## config.mk

```make
export PLATFORM = sky130hd
export DESIGN_NAME = first_order_compensator_hbridge_pwm
export DESIGN_NICKNAME = d
export VERILOG_FILES = /design/src/sv/fcomp_pkg.sv /design/src/sv/fcomp_dp.sv /design/src/sv/fcomp_ctrl.sv /design/src/sv/first_order_compensator_hbridge_pwm.sv
export VERILOG_INCLUDE_DIRS = /design/src /design/src/sv
export SDC_FILE = /design/constraint.sdc
export NUM_CORES = 2
export LEC_CHECK = 0
export BUFFER_PORTS_ARGS = -buffer_cell sky130_fd_sc_hd__buf_2
export CORE_AREA = 2 2 290 177
export DETAILED_ROUTE_END_ITERATION = 8
export DIE_AREA = 0 0 292 179
export PLACE_DENSITY = 0.67
export SYNTH_ARGS = -nofsm -noshare
export SYNTH_HDL_FRONTEND = slang
export SYNTH_SLANG_ARGS = --single-unit
```

## constraint.sdc

```tcl
create_clock -name aclk -period 12.1 [get_ports aclk]
set_input_delay 0.605 -clock aclk [delete_from_list [all_inputs] [get_ports aclk]]
set_output_delay 0.605 -clock aclk [all_outputs]
set_load 0.02 [all_outputs]
```

## src/sv/first_order_compensator_hbridge_pwm_defines.svh

```systemverilog
// Assertion macros shared by the compensator RTL.
`ifndef FIRST_ORDER_COMPENSATOR_HBRIDGE_PWM_DEFINES_SVH
`define FIRST_ORDER_COMPENSATOR_HBRIDGE_PWM_DEFINES_SVH
`ifndef SYNTH
// Same-cycle implication, disabled while in reset.
`define FCOMP_ASSERT_IMP(label, clk, rstn, ante, cons) \
    label: assert property (@(posedge clk) disable iff (!(rstn)) (ante) |-> (cons)) \
        else $error("fcomp: same-cycle check failed");
// Next-cycle implication, disabled while in reset.
`define FCOMP_ASSERT_NXT(label, clk, rstn, ante, cons) \
    label: assert property (@(posedge clk) disable iff (!(rstn)) (ante) |=> (cons)) \
        else $error("fcomp: next-cycle check failed");
`else
`define FCOMP_ASSERT_IMP(label, clk, rstn, ante, cons)
`define FCOMP_ASSERT_NXT(label, clk, rstn, ante, cons)
`endif
`endif

```

## src/sv/fcomp_pkg.sv

```systemverilog
// Shared constants, codes and command type of the compensator.
`timescale 1ns / 1ps
package fcomp_pkg;

    localparam int GAIN_W     = 16;  // Q3.12 gain registers
    localparam int CTRL_W     = 21;  // stored control value, signed
    localparam int CMP_W      = 10;  // PWM compare output fields
    localparam int CTRL_LIMIT = (1 << 20) - 1;
    localparam int CFG_IDX_W  = 2;

    localparam int PWM_PERIOD_COUNTS_DEF  = 1000;
    localparam int SAMPLE_BITS_DEF        = 12;
    localparam int COEF_FRACTION_BITS_DEF = 12;

    localparam logic [CFG_IDX_W-1:0] REG_GAIN_ERROR_NOW    = 2'd0;
    localparam logic [CFG_IDX_W-1:0] REG_GAIN_ERROR_LAST   = 2'd1;
    localparam logic [CFG_IDX_W-1:0] REG_GAIN_CONTROL_LAST = 2'd2;

    // multiplier operand pairs
    localparam logic [1:0] MUL_C0_ERR   = 2'd0;
    localparam logic [1:0] MUL_C1_LERR  = 2'd1;
    localparam logic [1:0] MUL_D1_LCTRL = 2'd2;
    localparam logic [1:0] MUL_PER_MAG  = 2'd3;

    // accumulator operations
    localparam logic [1:0] ACC_HOLD = 2'd0;
    localparam logic [1:0] ACC_LOAD = 2'd1;
    localparam logic [1:0] ACC_ADD  = 2'd2;
    localparam logic [1:0] ACC_SUB  = 2'd3;

    typedef struct packed {
        logic       capture;
        logic [1:0] mul_sel;
        logic [1:0] acc_op;
        logic       clip;
        logic       div_init;
        logic       div_step;
        logic       out_load;
    } fcomp_cmd_t;

endpackage

```

## src/sv/fcomp_dp.sv

```systemverilog
// Datapath: gain registers, shared multiplier, accumulator, clip and duty divider.
`timescale 1ns / 1ps
`include "first_order_compensator_hbridge_pwm_defines.svh"
module fcomp_dp import fcomp_pkg::*; #(
    parameter int PWM_PERIOD_COUNTS  = PWM_PERIOD_COUNTS_DEF,
    parameter int SAMPLE_BITS        = SAMPLE_BITS_DEF,
    parameter int COEF_FRACTION_BITS = COEF_FRACTION_BITS_DEF,
    localparam int S_DATA_W = ((2 * SAMPLE_BITS + 7) / 8) * 8,
    localparam int M_DATA_W = ((2 * CMP_W + 1 + 7) / 8) * 8
) (
    input  logic                  aclk,
    input  logic                  aresetn,
    input  logic                  cfg_wr_en,
    input  logic [CFG_IDX_W-1:0]  cfg_index,
    input  logic [GAIN_W-1:0]     cfg_wdata,
    input  logic [S_DATA_W-1:0]   s_tdata,
    input  fcomp_cmd_t            cmd,
    output logic [M_DATA_W-1:0]   m_tdata
);

    localparam int EW    = SAMPLE_BITS + 1;
    localparam int PB    = $clog2(PWM_PERIOD_COUNTS + 1);
    localparam int QB    = $clog2(PWM_PERIOD_COUNTS);
    localparam int AW    = (PB + 1 > GAIN_W) ? PB + 1 : GAIN_W;
    localparam int BW    = (CTRL_W > EW) ? CTRL_W : EW;
    localparam int PW    = AW + BW;
    localparam int ACC_W = PW + 2;
    localparam int FS    = (1 << SAMPLE_BITS) - 1;
    localparam int XW    = PB + SAMPLE_BITS;
    localparam int RW    = ((PB > SAMPLE_BITS) ? PB : SAMPLE_BITS) + 1;

    localparam logic signed [ACC_W-1:0] LIM_P = ACC_W'(CTRL_LIMIT);
    localparam logic signed [ACC_W-1:0] LIM_N = -LIM_P;

    logic signed [GAIN_W-1:0] gain0_reg, gain1_reg, gaind_reg;
    logic signed [EW-1:0]     err_reg, err_next;
    logic signed [EW-1:0]     last_err_reg;
    logic signed [CTRL_W-1:0] last_ctrl_reg;
    logic signed [AW-1:0]     mul_a;
    logic signed [BW-1:0]     mul_b;
    logic signed [PW-1:0]     prod_reg;
    logic signed [ACC_W-1:0]  acc_reg;
    logic signed [ACC_W-1:0]  u_shift;
    logic signed [CTRL_W-1:0] u_clip;
    logic                     clip_hit, u_pos;
    logic [CTRL_W-1:0]        mag_c, mag_reg;
    logic                     full_c, full_reg, pos_reg, sat_reg;
    logic [XW-1:0]            div_x;
    logic [RW-1:0]            rem_reg, rem_next;
    logic [QB-1:0]            quo_reg, quo_next, quo_fin;
    logic [CMP_W-1:0]         cmp_val;
    logic [CMP_W-1:0]         fwd_reg, rev_reg;
    logic                     osat_reg;

    // gain registers
    always_ff @(posedge aclk) begin
        if (!aresetn) begin
            gain0_reg <= '0;
            gain1_reg <= '0;
            gaind_reg <= '0;
        end else if (cfg_wr_en) begin
            case (cfg_index)
                REG_GAIN_ERROR_NOW:    gain0_reg <= cfg_wdata;
                REG_GAIN_ERROR_LAST:   gain1_reg <= cfg_wdata;
                REG_GAIN_CONTROL_LAST: gaind_reg <= cfg_wdata;
                default: ;
            endcase
        end
    end

    assign err_next = EW'({1'b0, s_tdata[SAMPLE_BITS-1:0]})
                    - EW'({1'b0, s_tdata[2*SAMPLE_BITS-1:SAMPLE_BITS]});

    // shared multiplier operand select
    always_comb begin
        case (cmd.mul_sel)
            MUL_C0_ERR: begin
                mul_a = AW'(gain0_reg);
                mul_b = BW'(err_reg);
            end
            MUL_C1_LERR: begin
                mul_a = AW'(gain1_reg);
                mul_b = BW'(last_err_reg);
            end
            MUL_D1_LCTRL: begin
                mul_a = AW'(gaind_reg);
                mul_b = BW'(last_ctrl_reg);
            end
            default: begin
                mul_a = AW'(PWM_PERIOD_COUNTS);
                mul_b = BW'(signed'(mag_reg));
            end
        endcase
    end

    // floor shift out of Q format, then clip to the control limit
    always_comb begin
        u_shift  = acc_reg >>> COEF_FRACTION_BITS;
        clip_hit = 1'b0;
        if (u_shift > LIM_P) begin
            u_clip   = CTRL_W'(LIM_P);
            clip_hit = 1'b1;
        end else if (u_shift < LIM_N) begin
            u_clip   = CTRL_W'(LIM_N);
            clip_hit = 1'b1;
        end else begin
            u_clip = CTRL_W'(u_shift);
        end
        u_pos  = (u_clip > 0);
        mag_c  = u_pos ? unsigned'(u_clip) : unsigned'(-u_clip);
        full_c = (mag_c >= CTRL_W'(FS));
    end

    // PERIOD*mag / (2^n - 1): each fold moves the bits above n into the quotient
    // and adds them back onto the low bits; a leftover of full scale is one more
    always_comb begin
        div_x    = prod_reg[XW-1:0];
        quo_next = quo_reg + QB'(rem_reg[RW-1:SAMPLE_BITS]);
        rem_next = RW'(rem_reg[RW-1:SAMPLE_BITS]) + RW'(rem_reg[SAMPLE_BITS-1:0]);
        quo_fin  = quo_reg + QB'(rem_reg == RW'(FS));
        cmp_val  = full_reg ? CMP_W'(PWM_PERIOD_COUNTS - 1) : CMP_W'(quo_fin);
    end

    always_ff @(posedge aclk) begin
        prod_reg <= mul_a * mul_b;
        if (cmd.capture) begin
            err_reg <= err_next;
        end
        case (cmd.acc_op)
            ACC_LOAD: acc_reg <= ACC_W'(prod_reg);
            ACC_ADD:  acc_reg <= acc_reg + ACC_W'(prod_reg);
            ACC_SUB:  acc_reg <= acc_reg - ACC_W'(prod_reg);
            default:  ;
        endcase
        if (cmd.clip) begin
            pos_reg  <= u_pos;
            full_reg <= full_c;
            sat_reg  <= clip_hit | full_c;
        end
        if (cmd.div_init) begin
            quo_reg <= QB'(div_x[XW-1:SAMPLE_BITS]);
            rem_reg <= RW'(div_x[XW-1:SAMPLE_BITS]) + RW'(div_x[SAMPLE_BITS-1:0]);
        end else if (cmd.div_step) begin
            quo_reg <= quo_next;
            rem_reg <= rem_next;
        end
    end

    // loop state and output beat
    always_ff @(posedge aclk) begin
        if (!aresetn) begin
            last_err_reg  <= '0;
            last_ctrl_reg <= '0;
            mag_reg       <= '0;
            fwd_reg       <= '0;
            rev_reg       <= '0;
            osat_reg      <= 1'b0;
        end else begin
            if (cmd.clip) begin
                last_err_reg  <= err_reg;
                last_ctrl_reg <= u_clip;
                mag_reg       <= mag_c;
            end
            if (cmd.out_load) begin
                fwd_reg  <= pos_reg ? cmp_val : '0;
                rev_reg  <= pos_reg ? '0 : cmp_val;
                osat_reg <= sat_reg;
            end
        end
    end

    assign m_tdata = M_DATA_W'({osat_reg, rev_reg, fwd_reg});

    `FCOMP_ASSERT_IMP(a_mag_limit, aclk, aresetn, 1'b1, mag_reg <= CTRL_W'(CTRL_LIMIT))
    `FCOMP_ASSERT_IMP(a_one_side, aclk, aresetn, fwd_reg != '0, rev_reg == '0)
    `FCOMP_ASSERT_IMP(a_rem_range, aclk, aresetn, cmd.out_load && !full_reg, rem_reg <= RW'(FS))

endmodule

```

## src/sv/fcomp_ctrl.sv

```systemverilog
// Sequencer: steps one sample through multiply, clip and divide, owns the handshakes.
`timescale 1ns / 1ps
`include "first_order_compensator_hbridge_pwm_defines.svh"
module fcomp_ctrl import fcomp_pkg::*; #(
    parameter int PWM_PERIOD_COUNTS = PWM_PERIOD_COUNTS_DEF
) (
    input  logic       aclk,
    input  logic       aresetn,
    input  logic       s_tvalid,
    output logic       s_tready,
    output logic       m_tvalid,
    input  logic       m_tready,
    output fcomp_cmd_t cmd
);

    localparam int QB = $clog2(PWM_PERIOD_COUNTS);
    localparam int CW = $clog2(QB + 1);

    localparam logic [3:0] S_IDLE  = 4'd0;
    localparam logic [3:0] S_MUL0  = 4'd1;
    localparam logic [3:0] S_MUL1  = 4'd2;
    localparam logic [3:0] S_MUL2  = 4'd3;
    localparam logic [3:0] S_SUB   = 4'd4;
    localparam logic [3:0] S_CLIP  = 4'd5;
    localparam logic [3:0] S_PMUL  = 4'd6;
    localparam logic [3:0] S_DINIT = 4'd7;
    localparam logic [3:0] S_DIV   = 4'd8;
    localparam logic [3:0] S_DONE  = 4'd9;

    logic [3:0]    state_reg, state_next;
    logic [CW-1:0] cnt_reg, cnt_next;
    logic          m_tvalid_reg, m_tvalid_next;
    logic          slot_free;

    assign slot_free = !m_tvalid_reg || m_tready;

    always_comb begin
        state_next = state_reg;
        cnt_next   = cnt_reg;
        cmd        = '0;
        cmd.mul_sel = MUL_PER_MAG;
        cmd.acc_op  = ACC_HOLD;
        s_tready   = 1'b0;
        case (state_reg)
            S_IDLE: begin
                s_tready = 1'b1;
                if (s_tvalid) begin
                    cmd.capture = 1'b1;
                    state_next  = S_MUL0;
                end
            end
            S_MUL0: begin
                cmd.mul_sel = MUL_C0_ERR;
                state_next  = S_MUL1;
            end
            S_MUL1: begin
                cmd.mul_sel = MUL_C1_LERR;
                cmd.acc_op  = ACC_LOAD;
                state_next  = S_MUL2;
            end
            S_MUL2: begin
                cmd.mul_sel = MUL_D1_LCTRL;
                cmd.acc_op  = ACC_ADD;
                state_next  = S_SUB;
            end
            S_SUB: begin
                cmd.acc_op = ACC_SUB;
                state_next = S_CLIP;
            end
            S_CLIP: begin
                cmd.clip   = 1'b1;
                state_next = S_PMUL;
            end
            S_PMUL: begin
                cmd.mul_sel = MUL_PER_MAG;
                state_next  = S_DINIT;
            end
            S_DINIT: begin
                cmd.div_init = 1'b1;
                cnt_next     = '0;
                state_next   = S_DIV;
            end
            S_DIV: begin
                cmd.div_step = 1'b1;
                cnt_next     = cnt_reg + 1'b1;
                if (cnt_reg == CW'(QB - 1)) begin
                    state_next = S_DONE;
                end
            end
            S_DONE: begin
                if (slot_free) begin
                    cmd.out_load = 1'b1;
                    state_next   = S_IDLE;
                end
            end
            default: begin
                state_next = S_IDLE;
            end
        endcase
    end

    always_comb begin
        m_tvalid_next = m_tvalid_reg;
        if (cmd.out_load) begin
            m_tvalid_next = 1'b1;
        end else if (m_tready) begin
            m_tvalid_next = 1'b0;
        end
    end

    always_ff @(posedge aclk) begin
        if (!aresetn) begin
            state_reg    <= S_IDLE;
            cnt_reg      <= '0;
            m_tvalid_reg <= 1'b0;
        end else begin
            state_reg    <= state_next;
            cnt_reg      <= cnt_next;
            m_tvalid_reg <= m_tvalid_next;
        end
    end

    assign m_tvalid = m_tvalid_reg;

    `FCOMP_ASSERT_NXT(a_accept_starts, aclk, aresetn, s_tvalid && s_tready, state_reg == S_MUL0)
    `FCOMP_ASSERT_NXT(a_done_waits, aclk, aresetn,
        state_reg == S_DONE && m_tvalid_reg && !m_tready, state_reg == S_DONE)
    `FCOMP_ASSERT_IMP(a_div_count, aclk, aresetn, state_reg == S_DIV, cnt_reg < CW'(QB))
    `FCOMP_ASSERT_IMP(a_load_free, aclk, aresetn, cmd.out_load, slot_free)

endmodule

```

## src/sv/first_order_compensator_hbridge_pwm.sv

```systemverilog
// Top level: first-order compensator driving forward and reverse PWM compares.
//
// Input stream (s_): one beat carries a reference and a feedback sample in
// converter counts. The block forms e = ref - fb, evaluates
// u = c0*e + c1*e_prev - d1*u_prev in Q3.12 (floor), clips u to +/-(2^20-1)
// and scales |u| to a compare of PERIOD*|u|/(2^SAMPLE_BITS-1), capped at
// PERIOD-1. Positive u drives the forward compare, otherwise the reverse one.
// Output stream (m_): one beat per input beat with both compares and a
// saturation flag. Gains are written through the cfg_ port; the user must
// write them only while idle, since the block itself does not enforce it.
// One shared multiplier takes the three products and the duty scaling, and
// the division by full scale runs one fold per cycle, and a new input beat is
// taken only after the previous result has been loaded into the output
// register. A finished beat sits in the output register while the next
// input beat is accepted; if the receiver stalls, the next result waits in
// its last state until the output register frees. Reset clears gains, the
// previous error and control, and the output valid.
`timescale 1ns / 1ps
module first_order_compensator_hbridge_pwm import fcomp_pkg::*; #(
    parameter int PWM_PERIOD_COUNTS  = PWM_PERIOD_COUNTS_DEF,
    parameter int SAMPLE_BITS        = SAMPLE_BITS_DEF,
    parameter int COEF_FRACTION_BITS = COEF_FRACTION_BITS_DEF,
    localparam int S_DATA_W = ((2 * SAMPLE_BITS + 7) / 8) * 8,
    localparam int M_DATA_W = ((2 * CMP_W + 1 + 7) / 8) * 8
) (
    input  logic                 aclk,
    input  logic                 aresetn,
    input  logic                 cfg_wr_en,
    input  logic [CFG_IDX_W-1:0] cfg_index,
    input  logic [GAIN_W-1:0]    cfg_wdata,
    input  logic                 s_tvalid,
    output logic                 s_tready,
    input  logic [S_DATA_W-1:0]  s_tdata,  // reference_sample, feedback_sample, zero pad
    output logic                 m_tvalid,
    input  logic                 m_tready,
    output logic [M_DATA_W-1:0]  m_tdata   // forward_compare, reverse_compare, saturated, pad
);

    fcomp_cmd_t cmd;

    fcomp_ctrl #(
        .PWM_PERIOD_COUNTS(PWM_PERIOD_COUNTS)
    ) u_ctrl (
        .aclk     (aclk),
        .aresetn  (aresetn),
        .s_tvalid (s_tvalid),
        .s_tready (s_tready),
        .m_tvalid (m_tvalid),
        .m_tready (m_tready),
        .cmd      (cmd)
    );

    fcomp_dp #(
        .PWM_PERIOD_COUNTS (PWM_PERIOD_COUNTS),
        .SAMPLE_BITS       (SAMPLE_BITS),
        .COEF_FRACTION_BITS(COEF_FRACTION_BITS)
    ) u_dp (
        .aclk      (aclk),
        .aresetn   (aresetn),
        .cfg_wr_en (cfg_wr_en),
        .cfg_index (cfg_index),
        .cfg_wdata (cfg_wdata),
        .s_tdata   (s_tdata),
        .cmd       (cmd),
        .m_tdata   (m_tdata)
    );

endmodule
```

# Yosys cells after proc, flatten, opt, wreduce, memory -nomap -nowiden
# Cells that the tools add are included.
[totals]
in_bits = 47
reg_bits = 248
output_inout_bits = 26
[op_classes]
bitwise_logic = 1
n_eq_ne = 21
order_cmp = 4
add_sub_neg = 9
mul = 1
n_mux = 32
reduce_logical = 13
[op_table]
columns = ["cell", "n"]
rows = [
  ["$pmux W39 S3", 1],
  ["$mux W21", 3],
  ["$pmux W21 S3", 1],
  ["$mux W10", 5],
  ["$pmux W16 S3", 1],
  ["$pmux W4 S10", 1],
  ["$add A39 B37 Y39", 1],
  ["$sub A39 B37 Y39", 1],
  ["$mul A16 B21 Y37", 1],
  ["$gt A27 B21 Y1 const B", 1],
  ["$lt A27 B21 Y1 const B", 1],
  ["$mux W13", 2],
  ["$ge A21 B12 Y1 const B", 1],
  ["$gt A21 B1 Y1 const B", 1],
  ["$neg A21 Y21", 1],
  ["$add A10 B1 Y10", 2],
  ["$eq A4 B3 Y1 const B", 4],
  ["$add A1 B12 Y13", 1],
  ["$add A10 B12 Y13", 1],
  ["$eq A13 B12 Y1 const B", 1],
  ["$sub A12 B12 Y13", 1],
  ["$eq A4 B4 Y1 const B", 3],
  ["$mux W1", 12],
  ["$mux W4", 3],
  ["other kinds (18)", 31],
]

# Logic depth before layout (Yosys ltp)
[depth]
word_depth = 7
mapped_depth = 32
ltp_nobuf = 28

# Modules after synthesis
# From an unflattened synthesis, not the netlist that was laid out.
[unflattened]
hier_cells = 3161
area_unflattened_um2 = 27322.5
[by_module_without_submodules]
columns = ["mod", "cells_each", "area_each_um2", "instances", "seq_area_each_um2"]
rows = [
  ["fcomp_dp", 3090, 26755.7, 1, 5545.3],
  ["fcomp_ctrl", 71, 566.8, 1, 180.2],
]

# Worst setup path after synthesis
# Ideal clock, no wire load.
[synth_timing]
path_kind = "reg2reg"
from = "reg u_ctrl.state_reg[1]"
to = "reg u_dp.prod_reg[32]"
setup_slack_ps = 4260
period_less_slack_ps = 7840
setup_time_ps = 62
path_buffers = 5
t_arrival_ps = 7778
required_time_ps = 12038
stages_incl_launch_ff = 32
path_cell_list = "dfxtp_1 > clkbuf_1 > buf_1 > clkbuf_1 > mux2i_1 > nand2_1 > o21ai_0 > nand2_1 > clkbuf_1 > clkbuf_1 > nand2_1 > fa_1 > inv_1 > fa_1 > inv_1 > fa_1 > inv_1 > fa_1 > fa_1 > inv_1 > fa_1 > inv_1 > ha_1 > a21oi_1 > o21ai_0 > a311oi_1 > nor2b_1 > a211o_1 > nand3_1 > a21oi_1 > or4b_2 > nand3_1"
[synth_via]
elab_chain_cells = 5
word_cells_on_any_way = 10
[synth_rtl]
columns = ["element", "line", "source"]
rows = [
  ["from (decl)", "fcomp_ctrl.sv:30", "logic [3:0] state_reg, state_next;"],
  ["from (signal assigned)", "fcomp_ctrl.sv:117", "state_reg <= state_next;"],
  ["$eq A4 B2 Y1 / $eq A4 B1 Y1 (equally long branches)", "fcomp_ctrl.sv:44", "case (state_reg)"],
  ["$pmux W2 S3 (*)", "fcomp_ctrl.sv:44", ""],
  ["$eq A2 B2 Y1, or another cell as far along", "fcomp_dp.sv:76", "case (cmd.mul_sel)"],
  ["$pmux W16 S3 / $pmux W21 S3 (equally long branches)", "fcomp_dp.sv:76", ""],
  ["$mul A16 B21 Y37 (*)", "fcomp_dp.sv:125", "prod_reg <= mul_a * mul_b;"],
  ["to (signal assigned)", "fcomp_dp.sv:125", ""],
  ["to (decl)", "fcomp_dp.sv:41", "logic signed [PW-1:0] prod_reg;"],
]
# Mark *: on every way between the ends. The rest lies on a longest branch, timed or not.
# A chain may end at the register's enable or synchronous reset.

# Worst setup path in the final report
# Ends and elaborated chain as after synthesis.

==> qor.yml <==
status: "complete, no violations"
grt_pass1_wl_mm: 133
wl_per_cell_um: 21.6
drive_gt1_frac: 0.0610
die_x_um: 292
cpMaxStageDelayCell: "dfxtp_2"
async_flop_share: 0
syn_inst: 3291
critPathTopFamily: "adder cells"
rsz0062_at_grt: "false"
antenna_left: 0
drv_cap: 0
clk_path_buf_depth: 3
min-delay-start: "cfg_wdata[1]"
cts_made_buffers: 27
synth_edf_count: 78
slew_violations: 0
io_buffer_count: 69
num_rows: 64
routed_wl_mm: 85.8
slew_headroom: 0.144
skew_ns: 0.0295
ys_seq_area_frac: 0.211
final_cells: 3970
post-place-cells: 3919
critPathRequiredTime_ns: 12.61
r2r-start: "u_ctrl.state_reg[1]"
cts_root_buf: "clkbuf_16"
worst_setup_path_end_kind: "register"
clk_pin_slew_ns: 0.07
timing.final.crit_period_ns: 9.77
setup_violations: 0
hold_buffers: 0
cts.sinks: 247
final_util: 0.577
tns_ns: 0
cp_slowest_stage_delay_ns: 1.09
grt_antenna_before_repair: 1
largest_reg_flops: 39
ys_ff_latch: 247
ys.warnings.count: 0
synth.distinct_cells: 84
crit_fanout: 46
hold_path.class: "primary input to register"
cp_common_cell: "fa_1"
worst-r2r-setup-slack_ns: 2.33
regArea_mm2: 0.00573
crit_chain: "nand2b_1, o21ai_0, nand2_1, and2_1, fa_1, inv_1, fa_1, fa_1, inv_1, fa_1, fa_1, inv_1, fa_1, inv_1, ha_1, a21oi_1, a21boi_0, a311oi_1, nor2b_1, a211o_1, nand3_1, a21oi_1, or4b_2, nand3_1"
ir_drop_v: 0.000237
fill_cells: 4543
final_hold_viol_count: 0
min_period_over_period: 0.807
ios: 73
dpl.hpwl_mm: 69.6
grt_pass1_vias: 22300
drt_first_pass_iters: 6
drc_errors: 0
gp_congestion: 1.00
overflow: 0
p_leak_nw: 13.1
max_freq_ghz: 0.102
multi_input_area_mm2: 0.0191
syn_to_final_growth_pct: 6.66
crit_path_start_kind: "register"
critPathLaunch: "u_ctrl.state_reg[1]"
grt_util_all_layers: 0.332
synth_ff_type: "dfxtp_1"
critPathKind: "register to register"
cp.depth: 24
cts_setup_buffers: 0
core_area_mm2: 0.0500
crit_buf_inv: 4
crit_arrival_ns: 10.28
powerDensity_mw_per_mm2: 265
fin_nets: 3832
start_util: 0.541
synth_area_mm2: 0.0271
clkLatencyLatePin_ns: 0.58
die_area_mm2: 0.0523
cts_tree: "yes"
reg2reg_depth: 24
vias_per_cell: 5.90
grt_max_degree: 110
die_height_um: 179
drt-initial-drc-count: 2500
worstHoldPathCells: 3
h-tree-depth: 1
tightest_slew_ns: 1.28
cts_resized: 0
num_vias: 23400
synth_area_per_cell_um2: 8.23
## per-layer routing
metal / part of all wire / track usage / vias up / wire [µm]
met3: 0.12 / 0.0907 / 119 / 10600
met2: 0.38 / 0.450 / 1221 / 33000
li1: - / - / 10700 / -
met4: 0.020 / 0.0623 / 0 / 1740
met1: 0.47 / 0.522 / 11400 / 40500
met5: 0 / 0 / - / 0
## cell usage after synthesis, types with 15 or more instances
cell type	n	area, µm²
edfxtp_1	78	2340
mux2i_1	24	240
and3_1	21	131
nor2_1	341	1280
nand2b_1	42	263
dfxtp_1	169	3380
inv_1	468	1760
o21ai_0	141	706
fa_1	335	6710
nand3_1	54	270
ha_1	162	2030
nor2b_1	20	125
nor3_1	55	275
a21o_1	30	225
o31ai_1	22	165
nand2_1	520	1950
xor2_1	47	412
clkbuf_1	118	443
a211oi_1	20	150
a22oi_1	15	113
xnor2_1	87	762
a21oi_1	236	1180
and2_1	35	219
## worst paths after layout
| check | to |
|---|---|
| setup reg to reg | u_dp.prod_reg[32] |
| setup / recovery | u_dp.prod_reg[32] |
| hold / removal | u_dp.gain0_reg[1] |
| hold reg to reg | u_dp.gaind_reg[12] |
## power by group
part           switching, W  internal [W]
Combinational       0.00342       0.00219
Clock              0.000375      0.000438
Sequential         0.000218       0.00102
## cell families after synthesis
logic type      count (synthesis)  share of synthesized area
fa+ha+maj                     497                      0.322
compound gates                589                      0.132
mux                            35                     0.0134
buf+inv                       608                     0.0850
other cells                     1                   0.000138
simple gates                 1180                      0.192
flops                         247                      0.211
xor+xnor                      134                     0.0433
## layout by cell type (no fill, tap or decap), drive strengths merged, types with 7 or more instances in the layout
master,netlist,layout
nor4,13,13
edfxtp,78,78
o21ai,144,144
inv,470,475
fa,335,335
o21bai,7,7
nor3,57,57
nand2,520,520
nand4,13,13
dfxtp,169,169
o211ai,9,9
a21oi,236,236
o31ai,22,22
or2,10,10
nor2,341,341
xnor2,87,87
nand2b,42,42
nand3,54,54
a211oi,20,20
clkbuf,118,36
and2,36,36
o21a,14,14
nor2b,20,20
buf,20,104
ha,162,162
or3,14,14
a22oi,15,15
xor2,47,47
clkinv,0,7
mux2i,24,24
a21o,30,30
mux2,11,11
a31oi,11,11
and3,22,22
a21boi,13,13
## final cells by class
class	count	area share
diodes	1	0.0000866
repair buffers	104	0.0210
inverters	470	0.0612
clock inverters	14	0.00385
clock buffers	36	0.0256
multi-input cells	2438	0.661
flip-flops and latches	247	0.198
well taps	660	0.0286
## per-stage QoR
step | instance area (µm²) | setup slack [ns] | power, W | hold WS (ns)
after floorplan | 27100 | 4.26 | 0.00522 | 0.431
after global placement | 28000 | 2.60 | 0.00665 | 0.439
after detailed placement | 28000 | 2.56 | 0.00676 | 0.443
after CTS | 28900 | 2.44 | 0.00760 | 0.283
after global routing | 28900 | 2.01 | 0.00837 | 0.302
final | 28900 | 2.33 | 0.00767 | 0.293
## worst min-delay path, cell delays in order
cell and delay (ns):
buf_2 0.11, nand2_1 0.05, a21oi_1 0.05
Power figures use the tool's default switching activity.
